[src/sv/bpma_pkg.sv]
// ----------------------------------------------------------------------------
// bpma_pkg
// Shared widths, constants and register codes for the battery percent
// moving-average unit.
// ----------------------------------------------------------------------------
package bpma_pkg;

  localparam int BPMA_WINDOW_DEPTH = 16;

  localparam int ADC_W  = 12;
  localparam int CFG_W  = 12;
  localparam int PCT_W  = 8;
  localparam int OUT_W  = 7;
  localparam int PROD_W = 24;   // 12b x 12b constant products
  localparam int DIV_W  = 32;   // divider remainder / shifted divisor
  localparam int QUO_W  = 8;    // quotient bits, one per divider step after the top one
  localparam int STEP_W = 4;    // counts QUO_W down to 0

  localparam int APB_ADDR_W = 3;
  localparam int APB_DATA_W = 32;

  // register index, taken from paddr[2]
  localparam logic REG_EMPTY = 1'b0;
  localparam logic REG_SPAN  = 1'b1;

  localparam logic [CFG_W-1:0]  EMPTY_RST      = 12'd1730;
  localparam logic [CFG_W-1:0]  SPAN_RST       = 12'd370;
  localparam logic [CFG_W-1:0]  MV_FULL_SCALE  = 12'd3300;
  localparam logic [CFG_W-1:0]  ADC_FULL_SCALE = 12'd4095;
  localparam logic [OUT_W-1:0]  PCT_MAX        = 7'd100;
  localparam logic [PCT_W-1:0]  PCT_SAT        = 8'd255;
  localparam logic [STEP_W-1:0] DIV_TOP_STEP   = 4'd8;

endpackage

[src/sv/battery_percent_moving_average_unit.sv]
// ----------------------------------------------------------------------------
// battery_percent_moving_average_unit
// Converts 12-bit battery converter codes to a charge percent and reports
// the truncated mean of the last WINDOW_DEPTH percents, clamped to 100.
// ----------------------------------------------------------------------------
//
//  Channel | Direction | Handshake          | Payload
//  --------+-----------+--------------------+------------------------------
//  in      | input     | in_valid/in_stall  | in_adc_sample [11:0]
//  out     | output    | out_valid/out_stall| out_battery_percent [6:0]
//  cfg     | APB slave | psel/penable/pready| empty_level_mv @0, span_mv @4
//
//  One transaction at a time. An accepted sample goes through PREP and, unless
//  it is below the empty level or the span is zero, the percent division; then
//  UPD (ring memory read/modify/write), the mean division and DONE. The single
//  bit-serial divider takes 9 steps for the percent and 9 for the mean.
//  Synchronous active-low reset; ring contents are not cleared, the fill
//  count keeps unwritten slots out of the sum.
//  A new input is taken while a finished result waits in the output register.
// ----------------------------------------------------------------------------
module battery_percent_moving_average_unit
  import bpma_pkg::*;
#(
  parameter int WINDOW_DEPTH = BPMA_WINDOW_DEPTH
) (
  input  logic                  clk,
  input  logic                  rst_n,

  input  logic                  in_valid,
  output logic                  in_stall,
  input  logic [ADC_W-1:0]      in_adc_sample,

  output logic                  out_valid,
  input  logic                  out_stall,
  output logic [OUT_W-1:0]      out_battery_percent,

  input  logic                  psel,
  input  logic                  penable,
  input  logic                  pwrite,
  input  logic [APB_ADDR_W-1:0] paddr,
  input  logic [APB_DATA_W-1:0] pwdata,
  output logic [APB_DATA_W-1:0] prdata,
  output logic                  pready
);

  localparam int SLOT_W = $clog2(WINDOW_DEPTH);
  localparam int FILL_W = $clog2(WINDOW_DEPTH + 1);
  localparam int SUM_W  = $clog2(255 * WINDOW_DEPTH + 1);

  localparam logic [FILL_W-1:0] FILL_FULL = FILL_W'(WINDOW_DEPTH);
  localparam logic [SLOT_W-1:0] SLOT_LAST = SLOT_W'(WINDOW_DEPTH - 1);

  localparam logic [2:0] ST_IDLE = 3'd0;
  localparam logic [2:0] ST_PREP = 3'd1;
  localparam logic [2:0] ST_DIVP = 3'd2;
  localparam logic [2:0] ST_UPD  = 3'd3;
  localparam logic [2:0] ST_DIVM = 3'd4;
  localparam logic [2:0] ST_DONE = 3'd5;

  logic [2:0]        state_r, state_nxt;
  logic [CFG_W-1:0]  empty_r, empty_nxt;
  logic [CFG_W-1:0]  span_r, span_nxt;
  logic [PROD_W-1:0] scaled_r, scaled_nxt;
  logic [PROD_W-1:0] floor_r, floor_nxt;
  logic [PROD_W-1:0] den_r, den_nxt;
  logic [SLOT_W-1:0] slot_r, slot_nxt;
  logic [FILL_W-1:0] fill_r, fill_nxt;
  logic [SUM_W-1:0]  sum_r, sum_nxt;
  logic [DIV_W-1:0]  rem_r, rem_nxt;
  logic [DIV_W-1:0]  dsh_r, dsh_nxt;
  logic [STEP_W-1:0] step_r, step_nxt;
  logic [QUO_W-1:0]  quo_r, quo_nxt;
  logic              ovf_r, ovf_nxt;
  logic [PCT_W-1:0]  pct_r, pct_nxt;
  logic              out_valid_r, out_valid_nxt;
  logic [OUT_W-1:0]  out_pct_r, out_pct_nxt;

  logic [PCT_W-1:0]  ring_mem [WINDOW_DEPTH];
  logic [PCT_W-1:0]  rd_r;
  logic              ring_we;

  logic              in_acc;
  logic              cfg_wr;
  logic              div_ge;
  logic              ring_full;
  logic [PROD_W-1:0] diff;
  logic [PCT_W-1:0]  old_pct;

  assign in_acc    = in_valid && !in_stall;
  assign cfg_wr    = psel && penable && pwrite && pready;
  assign div_ge    = rem_r >= dsh_r;
  assign ring_full = fill_r == FILL_FULL;
  assign diff      = scaled_r - floor_r;
  assign old_pct   = ring_full ? rd_r : '0;

  assign in_stall            = state_r != ST_IDLE;
  assign out_valid           = out_valid_r;
  assign out_battery_percent = out_pct_r;
  assign pready              = 1'b1;

  always_comb begin
    case (paddr[2])
      REG_EMPTY: prdata = APB_DATA_W'(empty_r);
      REG_SPAN:  prdata = APB_DATA_W'(span_r);
      default:   prdata = '0;
    endcase
  end

  // ring memory: one read and one write port, read data registered
  always_ff @(posedge clk) begin
    if (ring_we) begin
      ring_mem[slot_r] <= pct_r;
    end
    rd_r <= ring_mem[slot_r];
  end

  always_comb begin
    state_nxt     = state_r;
    empty_nxt     = empty_r;
    span_nxt      = span_r;
    scaled_nxt    = scaled_r;
    floor_nxt     = floor_r;
    den_nxt       = den_r;
    slot_nxt      = slot_r;
    fill_nxt      = fill_r;
    sum_nxt       = sum_r;
    rem_nxt       = rem_r;
    dsh_nxt       = dsh_r;
    step_nxt      = step_r;
    quo_nxt       = quo_r;
    ovf_nxt       = ovf_r;
    pct_nxt       = pct_r;
    out_pct_nxt   = out_pct_r;
    out_valid_nxt = out_valid_r && out_stall;
    ring_we       = 1'b0;

    if (cfg_wr) begin
      case (paddr[2])
        REG_EMPTY: empty_nxt = pwdata[CFG_W-1:0];
        REG_SPAN:  span_nxt  = pwdata[CFG_W-1:0];
        default:   ;
      endcase
    end

    case (state_r)
      ST_IDLE: begin
        if (in_acc) begin
          scaled_nxt = PROD_W'(in_adc_sample) * PROD_W'(MV_FULL_SCALE);
          floor_nxt  = PROD_W'(empty_r) * PROD_W'(ADC_FULL_SCALE);
          den_nxt    = PROD_W'(span_r) * PROD_W'(ADC_FULL_SCALE);
          state_nxt  = ST_PREP;
        end
      end

      ST_PREP: begin
        rem_nxt  = DIV_W'(diff) * DIV_W'(PCT_MAX);
        dsh_nxt  = {den_r, {(DIV_W - PROD_W){1'b0}}};
        step_nxt = DIV_TOP_STEP;
        ovf_nxt  = 1'b0;
        if (scaled_r < floor_r) begin
          pct_nxt   = '0;
          state_nxt = ST_UPD;
        end else if (den_r == '0) begin
          pct_nxt   = PCT_SAT;
          state_nxt = ST_UPD;
        end else begin
          state_nxt = ST_DIVP;
        end
      end

      ST_DIVP, ST_DIVM: begin
        // restoring division, one quotient bit per cycle; top step only
        // detects a quotient of 256 or more
        dsh_nxt  = dsh_r >> 1;
        step_nxt = step_r - 1'b1;
        if (step_r == DIV_TOP_STEP) begin
          ovf_nxt = div_ge;
        end else begin
          quo_nxt = {quo_r[QUO_W-2:0], div_ge};
          if (div_ge) begin
            rem_nxt = rem_r - dsh_r;
          end
        end
        if (step_r == '0) begin
          if (state_r == ST_DIVP) begin
            pct_nxt   = ovf_r ? PCT_SAT : quo_nxt;
            state_nxt = ST_UPD;
          end else begin
            // mean never exceeds 255, only the clamp to 100 applies
            pct_nxt   = (quo_nxt > PCT_W'(PCT_MAX)) ? PCT_W'(PCT_MAX) : quo_nxt;
            state_nxt = ST_DONE;
          end
        end
      end

      ST_UPD: begin
        // rd_r holds the slot about to be overwritten
        ring_we  = 1'b1;
        sum_nxt  = sum_r - SUM_W'(old_pct) + SUM_W'(pct_r);
        fill_nxt = ring_full ? fill_r : fill_r + 1'b1;
        slot_nxt = (slot_r == SLOT_LAST) ? '0 : slot_r + 1'b1;
        rem_nxt  = DIV_W'(sum_nxt);
        dsh_nxt  = DIV_W'(fill_nxt) << QUO_W;
        step_nxt = DIV_TOP_STEP;
        ovf_nxt  = 1'b0;
        state_nxt = ST_DIVM;
      end

      ST_DONE: begin
        if (!out_valid_r || !out_stall) begin
          out_pct_nxt   = pct_r[OUT_W-1:0];
          out_valid_nxt = 1'b1;
          state_nxt     = ST_IDLE;
        end
      end

      default: state_nxt = ST_IDLE;
    endcase
  end

  always_ff @(posedge clk) begin
    if (!rst_n) begin
      state_r     <= ST_IDLE;
      empty_r     <= EMPTY_RST;
      span_r      <= SPAN_RST;
      slot_r      <= '0;
      fill_r      <= '0;
      sum_r       <= '0;
      out_valid_r <= 1'b0;
    end else begin
      state_r     <= state_nxt;
      empty_r     <= empty_nxt;
      span_r      <= span_nxt;
      slot_r      <= slot_nxt;
      fill_r      <= fill_nxt;
      sum_r       <= sum_nxt;
      out_valid_r <= out_valid_nxt;
    end
  end

  always_ff @(posedge clk) begin
    scaled_r  <= scaled_nxt;
    floor_r   <= floor_nxt;
    den_r     <= den_nxt;
    rem_r     <= rem_nxt;
    dsh_r     <= dsh_nxt;
    step_r    <= step_nxt;
    quo_r     <= quo_nxt;
    ovf_r     <= ovf_nxt;
    pct_r     <= pct_nxt;
    out_pct_r <= out_pct_nxt;
  end

endmodule

[config.mk]
export PLATFORM = sky130hd
export DESIGN_NAME = battery_percent_moving_average_unit
export DESIGN_NICKNAME = d
export VERILOG_FILES = /design/src/sv/bpma_pkg.sv /design/src/sv/battery_percent_moving_average_unit.sv
export SDC_FILE = /design/constraint.sdc
export NUM_CORES = 1
export LEC_CHECK = 0
export BUFFER_PORTS_ARGS = -buffer_cell sky130_fd_sc_hd__buf_2
export CORE_MARGIN = 3
export CORE_UTILIZATION = 35
export CTS_CLUSTER_DIAMETER = 120
export DETAILED_ROUTE_END_ITERATION = 10
export HOLD_SLACK_MARGIN = 0.02
export SYNTH_ARGS = -nofsm -noshare
export SYNTH_HDL_FRONTEND = slang
export SYNTH_SLANG_ARGS = --single-unit
[constraint.sdc]
create_clock -name clk -period 7.67 [get_ports clk]
set_input_delay 1.534 -clock clk [delete_from_list [all_inputs] [get_ports clk]]
set_output_delay 1.534 -clock clk [all_outputs]
set_load 0.1 [all_outputs]
Word-level counts from Yosys, hierarchy flattened
Memories as Yosys holds them, arrays and structs flattened. A register that Yosys moved wholly into a read port is not among the register bits.
Index checks and enable logic that the tools add are counted.
{ "word_totals": {"output_inout_bits": 42, "mem_bits_rw": 128, "word_cells": 105, "n_memories": 1, "inputBits": 54, "regBits": 211} }
{ "memory_table": {"columns": ["name", "words", "word_bits", "read_ports", "rd_ports_with_merged_regs", "write_ports", "line_no", "source"], "rows": [
  ["ring_mem", 16, 8, 1, 1, 1, "battery_percent_moving_average_unit.sv:78", "logic [PCT_W-1:0] ring_mem [WINDOW_DEPTH];"]
]} }
{ "op_classes": {"n_reduce_logical": 25, "n_bitwise": 1, "n_mux": 32, "eq_ne": 15, "magnitude_cmp": 3, "n_mul": 4, "add_sub_neg": 7} }
{ "ops": {"columns": ["op", "n"], "rows": [
  ["one-hot mux 32 bit (3 select lines)", 2],
  ["2-to-1 mux 8 bit", 9],
  ["2-to-1 mux 32 bit", 2],
  ["one-hot mux 32 bit (2 select lines)", 1],
  ["multiplier 12 x 12 -> 24 bit (second input constant)", 2],
  [">= comparator 32 bit", 1],
  ["subtractor 32 bit", 1],
  ["multiplier 24 x 5 -> 29 bit (second input constant)", 1],
  ["logical NOT 24 bit", 1],
  ["< comparator 24 bit", 1],
  ["subtractor 24 bit", 1],
  ["multiplier 12 x 10 -> 22 bit (second input constant)", 1],
  ["one-hot mux 8 bit (2 select lines)", 1],
  ["one-hot mux 3 bit (5 select lines)", 1],
  ["adder 12 x 8 -> 12 bit", 1],
  ["2-to-1 mux 3 bit", 4],
  ["!= test 2 bit (second input constant)", 6],
  ["subtractor 12 x 8 -> 12 bit", 1],
  ["AND reduction 2 bit", 5],
  ["AND reduction 3 bit", 3],
  ["equality test 4 bit (second input constant)", 2],
  ["greater-than comparator 8 x 7 -> 1 bit (second input constant)", 1],
  ["2-to-1 mux 1 bit", 8],
  ["one-hot mux 4 bit (2 select lines)", 1],
  ["20 further kinds", 30]
]} }

Logic depth before layout (Yosys ltp)
Gate-level depths: netlist of the first run.
{ "logic_depth": {"depth_word": 8, "ltp_mapped": 25} }

Worst setup path after synthesis of the first run
Ideal clock, no wire load.
{ "synth_timing": {"kind": "input-to-reg", "start": "input port in_adc_sample[5]", "end": "register scaled_r[23], data pin", "path_stages": 12, "arrival_ns": 5.355, "required_ns": 7.411, "setup_ns": 0.259, "path_buffers": 0, "slack_ns": 2.056, "path_cell_list": "ha_1 -> fa_1 -> fa_1 -> fa_1 -> fa_1 -> ha_1 -> o41ai_1 -> o2111ai_1 -> a311oi_1 -> o21bai_1 -> a21oi_1 -> xnor2_1"} }
{ "synth_between": {"elab_chain_cells": 1} }
{ "synth_lines": {"columns": ["item", "line_no", "source"], "rows": [
  ["start: declaration", "battery_percent_moving_average_unit.sv:31", "input logic [ADC_W-1:0] in_adc_sample,"],
  ["multiplier 12 x 10 -> 22 bit", "battery_percent_moving_average_unit.sv:148", "scaled_nxt = PROD_W'(in_adc_sample) * PROD_W'(MV_FULL_SCALE);"],
  ["end signal: assignment", "battery_percent_moving_average_unit.sv:242", "scaled_r <= scaled_nxt;"],
  ["end: declaration", "battery_percent_moving_average_unit.sv:63", "logic [PROD_W-1:0] scaled_r, scaled_nxt;"]
]} }
No other way between the ends.
A chain may end at the register's enable or synchronous reset.

Worst setup path in the final report of the first run
{ "layout_timing": {"start": "register scaled_r[2]", "end": "register rem_r[29], data pin"} }
{ "layout_between": {"elab_chain_cells": 3} }
{ "layout_lines": {"columns": ["item", "line_no", "source"], "rows": [
  ["subtractor 24 bit", "battery_percent_moving_average_unit.sv:93", "assign diff = scaled_r - floor_r;"],
  ["multiplier 24 x 5 -> 29 bit", "battery_percent_moving_average_unit.sv:156", "rem_nxt = DIV_W'(diff) * DIV_W'(PCT_MAX);"],
  ["one-hot mux 32 bit (3 select lines)", "battery_percent_moving_average_unit.sv:145", "case (state_r)"],
  ["via rem_nxt[29]", "battery_percent_moving_average_unit.sv:69", "logic [DIV_W-1:0] rem_r, rem_nxt;"],
  ["end signal: assignment", "battery_percent_moving_average_unit.sv:245", "rem_r <= rem_nxt;"],
  ["end: declaration", "battery_percent_moving_average_unit.sv:69", null]
]} }
The timed path passes the listed nets, and every way through them passes these cells.

==> results of run 1 <==
## cells in the final DEF (no fill, tap or decap), types with 5 or more instances in the layout
| cell | Yosys | routed |
|---|---|---|
| a211oi_1 | 11 | 11 |
| mux2_2 | 5 | 5 |
| conb_1 | 2 | 21 |
| and2_1 | 12 | 12 |
| a21o_1 | 43 | 42 |
| o21a_1 | 22 | 22 |
| xor2_1 | 50 | 50 |
| nor4_1 | 10 | 10 |
| o211ai_1 | 16 | 16 |
| buf_4 | 21 | 16 |
| inv_1 | 445 | 445 |
| dfxtp_1 | 57 | 56 |
| mux4_2 | 40 | 40 |
| o21ai_1 | 14 | 14 |
| fa_1 | 199 | 199 |
| a22oi_1 | 5 | 5 |
| and3_1 | 20 | 19 |
| o22ai_1 | 18 | 18 |
| or3_1 | 12 | 12 |
| nand2_1 | 174 | 174 |
| clkinv_2 | 0 | 6 |
| nor2_1 | 130 | 130 |
| o2111ai_1 | 6 | 6 |
| clkbuf_16 | 0 | 40 |
| nand2b_1 | 20 | 20 |
| xnor2_1 | 104 | 104 |
| ha_1 | 328 | 328 |
| clkinv_1 | 0 | 6 |
| nand3_1 | 61 | 61 |
| o21bai_1 | 14 | 14 |
| a31oi_1 | 12 | 12 |
| edfxtp_1 | 290 | 290 |
| nor2b_1 | 15 | 15 |
| a21oi_1 | 139 | 139 |
| o21ai_0 | 67 | 67 |
| o41ai_1 | 5 | 5 |
| buf_2 | 0 | 52 |
| nand4_1 | 9 | 9 |
| nor3_1 | 45 | 45 |
| clkbuf_1 | 41 | 6 |
## flip-flops by register name, indices dropped and copies added (netlist names)
signal / count
span_r: 12
slot_r: 4
den_r: 24
out_battery_percent: 7
scaled_r: 22
pct_r: 8
out_valid: 1
empty_r: 12
fill_r: 5
dsh_r: 32
step_r: 4
rem_r: 32
ring_mem: 128
floor_r: 24
rd_r: 8
sum_r: 12
quo_r: 8
ovf_r: 1
state_r: 3
## through the flow
stage / area [µm²] / hold slack [ns]
finish: 30200 / 0.456
floorplan: 27600 / 0.436
CTS: 30200 / 0.458
global route: 30200 / 0.475
global placement: 28900 / 0.444
detailed placement: 28900 / 0.450
## cell type report
type                            count  area [µm²]  share of cell area (%)
Multi-Input combinational cell   1705       15700                    52.0
Timing Repair Buffer               68         380                    1.26
Clock buffer                       48        1040                    3.46
Sequential cell                   347        9850                    32.6
Inverter                          447        1680                    5.55
Clock inverter                     22         251                   0.833
Tap cell                         1040        1300                    4.31
## cells in the mapped netlist, drive strengths merged (40+ instances only)
cell and instances:
inv 447, ha 328, edfxtp 290, fa 199
nand2 174, a21oi 140, nor2 130, xnor2 104
o21ai 81, nand3 61, dfxtp 57, xor2 50
nor3 45, a21o 43, clkbuf 41, mux4 40
## path summary, 6_finish.rpt
check	to	startpoint	slack, ns
setup / recovery	rem_r[29]	scaled_r[2]	1.37
hold / removal	sum_r[4]	sum_r[4]	0.46
setup reg to reg	rem_r[29]	scaled_r[2]	1.37
hold reg to reg	sum_r[4]	sum_r[4]	0.46
## cell families after synthesis
kind of cell / synth area share (%)
adder cells (fa/ha/maj): 29.4
AND/OR/NAND/NOR: 8.84
buffers and inverters: 7.40
AO/OA/AOI/OAI: 10.0
flip-flops: 35.8
XOR/XNOR: 4.90
multiplexers: 3.55
other: 0.0273
## critical path: stages (launching register included)
cell       delay, ns
edfxtp_1        0.38
ha_1            0.25
or3_1           0.40
o221a_2         0.30
a221oi_4        0.31
o211a_1         0.25
nand2b_1        0.06
a21oi_1         0.16
xor2_1          0.35
inv_1           0.08
ha_1            0.31
ha_1            0.28
inv_1           0.05
fa_1            0.49
inv_1           0.04
ha_1            0.32
nand2_1         0.08
o21ai_0         0.42
nor3_1          0.12
a2111oi_0       0.63
nor4_1          0.16
o31ai_1         0.28
xnor2_1         0.18
o22ai_1         0.10
## metal layers
metal / vias to the layer above / wire, µm
met4: 0 / 1090
met3: 68 / 2160
met5: - / 0
met2: 285 / 27000
li1: 8864 / -
met1: 8709 / 27600
==> impl_metrics.csv, run 1 <==
group,metric,value,unit
finish,layout-drive-gt1-share,7.28,%
synthesis,syn_area_per_cell,10.8,µm²
detailed_routing,avgRoutedWirePerCell,15.7,µm
grt,track_usage,14.4,%
synthesis,synthArstFlopShare,0,%
setup_path,cp-start-kind,"flip-flop",
job,cap_violations,0,
placed_design,gp_congestion,0.826,
clock_network,ctsRootBufferMaster,"clkbuf_16",
sta,fin_ws,1.37,ns
die,core-area,77600,µm²
sta,final_hold_viol_count,0,
setup_path,end_kind,"flip-flop",
sta,report.final.slew_viol_count,0,
die,die_x,286,µm
setup_path,arrival,6.58,ns
placed_design,hpwl,44700,µm
synthesis,synthCells,2554,
clock_network,cts_max_level,2,
finish,syn_to_final_growth,9.86,%
sta,tns,0,ns
clock_network,holdBufCountCts,0,
finish,nNetsFinal,3190,
grt,use_met2,23.8,%
worst_hold_path,worstHoldPathType,"flip-flop to flip-flop",
detailed_routing,vias_per_cell,4.88,
clock_network,numCtsBuffers,40,
die,start_util,35.4,%
die,io_pins,96,
die,rows,102,
setup_path,critPathMaxFanout,5,
finish,antennaDiodeCount,0,
sta,worstMarginPinSlew,1.09,ns
grt,antenna_found_initial,1,
synthesis,yosysTopAreaCell,"edfxtp_1",
synthesis,synthDistinctLibCells,84,
clock_network,clock-sinks,347,
detailed_routing,num_vias,17900,
synthesis,synth_edf_count,290,
placed_design,dp.cells,3607,
grt,grt_util_met3,1.80,%
sta,min_period_over_period,82.2,%
grt,grt-busiest-layer,"met2",
detailed_routing,wirelength,57800,µm
sta,fin_worst_skew,0.0209,ns
detailed_routing,drtAntennaViolNets,0,
detailed_routing,drt_first_pass_iters,4,
grt,grt_pass1_vias,18000,
clock_network,postCtsSetupBuffers,0,
setup_path,criticalPathCategory,"flip-flop to flip-flop",
synthesis,synthTopCellsByArea,"edfxtp_1 (32%), ha_1 (15%), fa_1 (14%), inv_1 (6.1%), dfxtp_1 (4.1%)",
finish,nFillCells,7650,
synthesis,ys_ff_latch,347,
sta,min_period,6.30,ns
clock_network,cts_resized,0,
synthesis,yosysWarnings,0,
clock_network,cts.clk_slew.worst_paths,0.06,ns
clock_network,ctsLongestPathBuffers,3,
finish,final_cell_count_no_fill,3677,
detailed_routing,drc_errors,0,
placed_design,post-place-ws,1.31,ns
grt,grt.met1_usage,20.2,%
setup_path,critPathRequiredTime,7.94,ns
sta,rsz0062_at_grt,"false",
sta,slew_headroom,26.9,%
synthesis,synth_area,27500,µm²
synthesis,ys_seq_area_share,35.8,%
detailed_routing,first_iter_violations,960,
synthesis,synth_ff_type,"edfxtp_1",
die,fp.dieArea,82000,µm²
grt,grt_pass1_wl,94700,µm
grt,grt-ovfl-total,0,
run_status,status,"finished, final reports clean",
grt,grt_max_degree,77,
clock_network,cts_tree,"done",
sta,setup_violations,0,
setup_path,r2r_cells,23,
placed_design,portBuffers,52,
synthesis,netlist.area_leader.share,31.7,%
finish,final_util,38.9,%
clock_network,insertion_delay,0.58,ns
sta,max_freq,0.159,GHz
worst_hold_path,whs_path_depth,2,
die,die_height,286,µm
Power of run 1 is left out: the tool's default activity adds up to more than one toggle a clock period on the data nets, which glitch-free logic cannot reach.
==> run 2: changes to the inputs <==
--- a/config.mk
+++ b/config.mk
@@ -5,6 +5,7 @@
 export SDC_FILE = /design/constraint.sdc
 export NUM_CORES = 1
 export LEC_CHECK = 0
+export ABC_AREA = 1
 export BUFFER_PORTS_ARGS = -buffer_cell sky130_fd_sc_hd__buf_2
 export CORE_MARGIN = 3
 export CORE_UTILIZATION = 35
==> constraint.sdc (replaced) <==
create_clock -name clk -period 5.9 [get_ports clk]
set_input_delay 1.18 -clock clk [delete_from_list [all_inputs] [get_ports clk]]
set_output_delay 1.18 -clock clk [all_outputs]
set_load 0.1 [all_outputs]
==> impl_metrics.csv, run 2 <==
group,metric,value,unit
clock_network,cts_max_level,2,
run_status,status,"finished, final reports clean",
sta,min_period,5.27,ns
sta,min_period_over_period,89.3,%
clock_network,clock-sinks,347,
setup_path,critPathTopFamily,"adder cells",
synthesis,yosysTopAreaCell,"edfxtp_1",
clock_network,ctsRootBufferMaster,"clkbuf_16",
finish,nFillCells,8165,
die,die_x,292,µm
synthesis,yosys-top-cells-count,"inv_1 (617), nand2_1 (478), ha_1 (328), edfxtp_1 (290), nor2_1 (249)",
setup_path,crit_chain,"inv_1 -> ha_1 -> nand2_1 -> nor4_4 -> a21oi_2 -> o21ai_2 -> xor2_1 -> ha_1 -> ha_1 -> inv_1 -> fa_1 -> inv_1 -> ha_1 -> nand2_1 -> nor4_1 -> nand4_1 -> nand3_1 -> a21oi_1 -> o21ai_0 -> nand2_1",
clock_network,numCtsBuffers,40,
synthesis,synth_ff_type,"edfxtp_1",
finish,syn_to_final_growth,9.77,%
sta,report.final.slew_viol_count,0,
sta,max_freq,0.190,GHz
worst_hold_path,worstHoldPathType,"flip-flop to flip-flop",
placed_design,portBuffers,52,
placed_design,dpl_cell_area,30100,µm²
clock_network,cts_tree,"done",
setup_path,critPathMaxFanout,6,
finish,final_common_cell,"inv_1",
clock_network,cts_resized,0,
detailed_routing,first_iter_violations,1356,
detailed_routing,avgRoutedWirePerCell,15.4,µm
grt,track_usage,15.7,%
detailed_routing,drt_first_pass_iters,5,
setup_path,criticalPathCategory,"flip-flop to flip-flop",
setup_path,crit-reg2reg-launch,"floor_r[14]",
clock_network,insertion_delay,0.58,ns
finish,nNetsFinal,3829,
setup_path,crit_start,"floor_r[14]",
setup_path,critical_path.most_common_cell,"ha_1",
sta,fin_worst_skew,0.0271,ns
synthesis,synthCells,3192,
placed_design,hpwl,52600,µm
finish,final_cell_mix,"inv_1 (615), nand2_1 (478), ha_1 (328)",
setup_path,critPathRequiredTime,6.21,ns
detailed_routing,wirelength,66800,µm
synthesis,syn_area_per_cell,9.00,µm²
setup_path,cp-start-kind,"flip-flop",
setup_path,critical_path.slowest_cell,"fa_1",
finish,antennaDiodeCount,0,
finish,final_util,39.0,%
synthesis,synth_area,28700,µm²
synthesis,synthArstFlopShare,0,%
synthesis,netlist.area_leader.share,30.3,%
synthesis,synth_edf_count,290,
sta,worstMarginPinSlew,1.11,ns
clock_network,holdBufCountCts,0,
grt,grt-ovfl-total,0,
sta,rsz0062_at_grt,"false",
grt,grt_pass1_vias,21000,
finish,final_area,31500,µm²
grt,antenna_found_initial,1,
synthesis,ys_seq_area_share,34.3,%
finish,largest_reg_flops,128,
job,cap_violations,0,
setup_path,crit_path_max_incr_delay,0.50,ns
sta,setup_violations,0,
die,start_util,35.5,%
setup_path,path_buf_inv,3,
grt,grt_max_degree,68,
finish,regMostFlops,"ring_mem",
setup_path,rrSetupSlack,0.63,ns
die,rows,104,
detailed_routing,num_vias,21100,
placed_design,gp_congestion,0.890,
detailed_routing,vias_per_cell,4.86,
clock_network,cts.clk_slew.worst_paths,0.06,ns
die,io_pins,96,
sta,final_hold_viol_count,0,
finish,layout-drive-gt1-share,5.58,%
synthesis,synthTopCellsByArea,"edfxtp_1 (30%), ha_1 (14%), fa_1 (14%), inv_1 (8.1%), nand2_1 (6.2%)",
synthesis,synth.most_common_cell,"inv_1",
sta,slew_headroom,25.9,%
finish,largestRegisters,"ring_mem: 128 flops, dsh_r: 32 flops, rem_r: 32 flops",
detailed_routing,drc_errors,0,
grt,grt_pass1_wl,109000,µm
clock_network,postCtsSetupBuffers,0,
detailed_routing,drtAntennaViolNets,0,
die,fp.dieArea,85500,µm²
sta,tns,0,ns
synthesis,synthDistinctLibCells,58,
worst_hold_path,holdCritStartpoint,"sum_r[1]",
synthesis,ys_ff_latch,347,
setup_path,arrival,5.58,ns
setup_path,end_kind,"flip-flop",
die,core-area,80900,µm²
clock_network,ctsLongestPathBuffers,3,
die,die_height,292,µm
synthesis,yosysWarnings,0,
run 2: layer usage:
layer / global-route usage, % / routed length, µm / part of all wire (%) / up-vias
met5: 0 / 17 / 0.025 / -
met3: 2.21 / 3050 / 4.6 / 87
met1: 20.8 / 30200 / 45 / 10000
met4: 4.27 / 1600 / 2.4 / 2
li1: - / - / - / 10600
met2: 26.9 / 31900 / 48 / 383
run 2: worst paths after layout:
path	endpoint	cells past startpoint
hold / removal	sum_r[1]	2
setup / recovery	rem_r[28]	20
setup reg to reg	rem_r[28]	20
hold reg to reg	sum_r[1]	2
run 2: cells by family after synthesis:
kind of cell / count (synthesis) / share of synthesized area [%]
DFF: 347 / 34.3
other: 2 / 0.0261
and+or+nand+nor: 943 / 13.7
xor gates and xnor gates: 99 / 3.07
AOI/OAI and AO/OA: 577 / 11.2
buffers and inverters: 697 / 9.47
adders and majority gates: 527 / 28.2
run 2: final cells by class:
type	count	area (µm²)	share of cell area (%)
flip-flops and latches	347	9850	31.2
multi-input cells	2167	16200	51.5
inverters	627	2350	7.46
clock inverters	26	337	1.07
repair buffers	65	358	1.14
clock buffers	48	1070	3.40
well taps	1060	1330	4.21
run 2: tightest hold or removal path: stages (launching register included):
cell and delay, ns:
dfxtp_1 0.31, nand2_1 0.06, a21oi_1 0.05
run 2: per-stage QoR:
stage / std cells / setup slack [ns] / hold WS [ns]
finish: 4340 / 0.631 / 0.466
global route: 4340 / 0.282 / 0.488
CTS: 4340 / 0.685 / 0.466
detailed placement: 4266 / 0.624 / 0.456
global placement: 4266 / 0.612 / 0.453
floorplan: 3211 / 1.08 / 0.445
Power of run 2 is left out for the same reason.
==> run 3: changes to the inputs <==
--- a/config.mk
+++ b/config.mk
@@ -5,13 +5,13 @@
 export SDC_FILE = /design/constraint.sdc
 export NUM_CORES = 1
 export LEC_CHECK = 0
-export ABC_AREA = 1
 export BUFFER_PORTS_ARGS = -buffer_cell sky130_fd_sc_hd__buf_2
 export CORE_MARGIN = 3
 export CORE_UTILIZATION = 35
 export CTS_CLUSTER_DIAMETER = 120
 export DETAILED_ROUTE_END_ITERATION = 10
 export HOLD_SLACK_MARGIN = 0.02
+export REMOVE_ABC_BUFFERS = 1
 export SYNTH_ARGS = -nofsm -noshare
 export SYNTH_HDL_FRONTEND = slang
 export SYNTH_SLANG_ARGS = --single-unit
==> constraint.sdc (replaced) <==
create_clock -name clk -period 5.8 [get_ports clk]
set_input_delay 1.16 -clock clk [delete_from_list [all_inputs] [get_ports clk]]
set_output_delay 1.16 -clock clk [all_outputs]
set_load 0.1 [all_outputs]
==> impl_metrics.csv, run 3 (synthesis results as in run 1) <==
group,metric,value,unit
grt,track_usage,14.4,%
grt,grt_max_degree,76,
setup_path,cp-start-kind,"flip-flop",
finish,antennaDiodeCount,0,
clock_network,clock-sinks,347,
clock_network,ctsLongestPathBuffers,3,
sta,final_hold_viol_count,0,
sta,min_period_over_period,95.8,%
finish,final_cell_mix,"inv_1 (443), ha_1 (324), edfxtp_1 (290)",
sta,min_period,5.56,ns
finish,syn_to_final_growth,12.0,%
sta,max_freq,0.180,GHz
clock_network,cts_max_level,2,
placed_design,post-place-ws,-0.0281,ns
die,io_pins,96,
placed_design,dpl_cell_area,29200,µm²
sta,worstMarginPinSlew,1.11,ns
sta,tns,0,ns
sta,fin_hold_ws,0.453,ns
detailed_routing,drt_first_pass_iters,5,
setup_path,r2r_cells,18,
grt,grt_pass1_wl,95700,µm
setup_path,critPathMaxFanout,4,
detailed_routing,wirelength,57900,µm
finish,final_area,30800,µm²
die,rows,102,
die,die_x,286,µm
run_status,status,"finished, final reports clean",
sta,fin_worst_skew,0.0310,ns
setup_path,r2r_end,"floor_r[23]",
placed_design,gp_congestion,0.847,
setup_path,critPathRequiredTime,6.09,ns
detailed_routing,drtAntennaViolNets,0,
grt,grt-ovfl-total,0,
grt,grt_pass1_vias,18200,
worst_hold_path,whs_path_depth,2,
clock_network,ctsRootBufferMaster,"clkbuf_16",
detailed_routing,vias_per_cell,4.84,
finish,nNetsFinal,3237,
clock_network,cts.clk_slew.worst_paths,0.06,ns
sta,fin_ws,0.244,ns
finish,final_common_cell,"inv_1",
die,fp.dieArea,82000,µm²
sta,report.final.slew_viol_count,0,
setup_path,rrSetupSlack,0.24,ns
clock_network,cts_tree,"done",
finish,regMostFlops,"ring_mem",
sta,setup_violations,0,
job,cap_violations,0,
grt,antenna_found_initial,0,
detailed_routing,num_vias,18000,
clock_network,numCtsBuffers,40,
finish,largest_reg_flops,128,
worst_hold_path,holdCritStartpoint,"sum_r[7]",
placed_design,portBuffers,52,
finish,largestRegisters,"ring_mem: 128 flops, dsh_r: 32 flops, rem_r: 32 flops",
finish,layout-drive-gt1-share,10.2,%
die,die_height,286,µm
die,start_util,35.4,%
setup_path,crit-reg2reg-launch,"empty_r[7]",
die,core-area,77600,µm²
clock_network,insertion_delay,0.57,ns
detailed_routing,drc_errors,0,
worst_hold_path,worstHoldPathType,"flip-flop to flip-flop",
detailed_routing,first_iter_violations,1010,
setup_path,arrival,5.85,ns
detailed_routing,avgRoutedWirePerCell,15.5,µm
worst_hold_path,holdPathEnd,"sum_r[7]",
sta,slew_headroom,25.6,%
placed_design,hpwl,45300,µm
finish,nFillCells,7618,
setup_path,end_kind,"flip-flop",
setup_path,criticalPathCategory,"flip-flop to flip-flop",
-- run 3: cell count changes in the layout (fill, tap and decap cells not counted), sizes merged, moves of 40 or more --
cell,previous run,this run
nor2,253,130
buf,65,115
inv,626,450
o21ai,229,81
a21oi,219,140
mux4,0,40
xnor2,39,104
nand2,483,174
nand3,117,61
-- run 3: cell type report --
type	count	area (µm²)	area share, %
Multi-Input combinational cell	1705	15900	51.5
Sequential cell	347	9850	32.0
Inverter	447	1680	5.45
Tap cell	1040	1300	4.23
Clock buffer	52	1120	3.63
Timing Repair Buffer	115	733	2.38
Clock inverter	22	249	0.809
-- run 3: worst max path at each step --
| stage | startpoint | end | slack, ns | depth (start not counted) |
|---|---|---|---|---|
| 2_1_floorplan | scaled_r[2] | rem_r[29] | 0.17 | 23 |
| 3_3_place_gp | scaled_r[2] | rem_r[29] | -0.04 | 24 |
| 3_5_place_dp | scaled_r[2] | rem_r[29] | -0.03 | 24 |
| 4_1_cts | scaled_r[2] | rem_r[29] | 0.002 | 24 |
| 5_1_grt | scaled_r[2] | rem_r[30] | -0.04 | 26 |
| 6_report | empty_r[7] | floor_r[23] | 0.24 | 18 |
-- run 3: worst max-delay path, stage by stage, from the launching register on --
cell,delay (ns)
dfxtp_2,0.34
inv_2,0.07
fa_2,0.61
fa_1,0.46
fa_1,0.54
inv_1,0.05
fa_1,0.49
fa_1,0.44
ha_1,0.31
a21o_1,0.17
a2111o_1,0.44
o311ai_4,0.26
a21boi_1,0.11
o21a_1,0.20
o41ai_2,0.22
buf_4,0.18
o2111ai_1,0.13
a21oi_1,0.17
xnor2_1,0.08
-- run 3: repair_timing --
action / in CTS / in global routing
setup buffers: 0 / 3
pin swaps: 0 / 10
hold buffers: 0 / 0
gates resized for setup: 2 / 34
endpoints found under the setup margin: 2 / 10
-- run 3: per-stage QoR --
stage	utilization, %	instances
2_1_floorplan	-	2499
6_report	39.7	3728
3_5_place_dp	37.7	3651
4_1_cts	39.5	3725
3_3_place_gp	37.7	3651
5_1_grt	39.7	3728
-- run 3: metal layers --
| layer | up-vias | track usage (%) | wire, µm |
|---|---|---|---|
| met3 | 63 | 1.92 | 2170 |
| met1 | 8752 | 20.1 | 27000 |
| li1 | 8954 | - | - |
| met2 | 265 | 24.2 | 27800 |
| met5 | - | 0 | 0 |
| met4 | 0 | 3.10 | 1030 |
Power of run 3 is left out for the same reason.
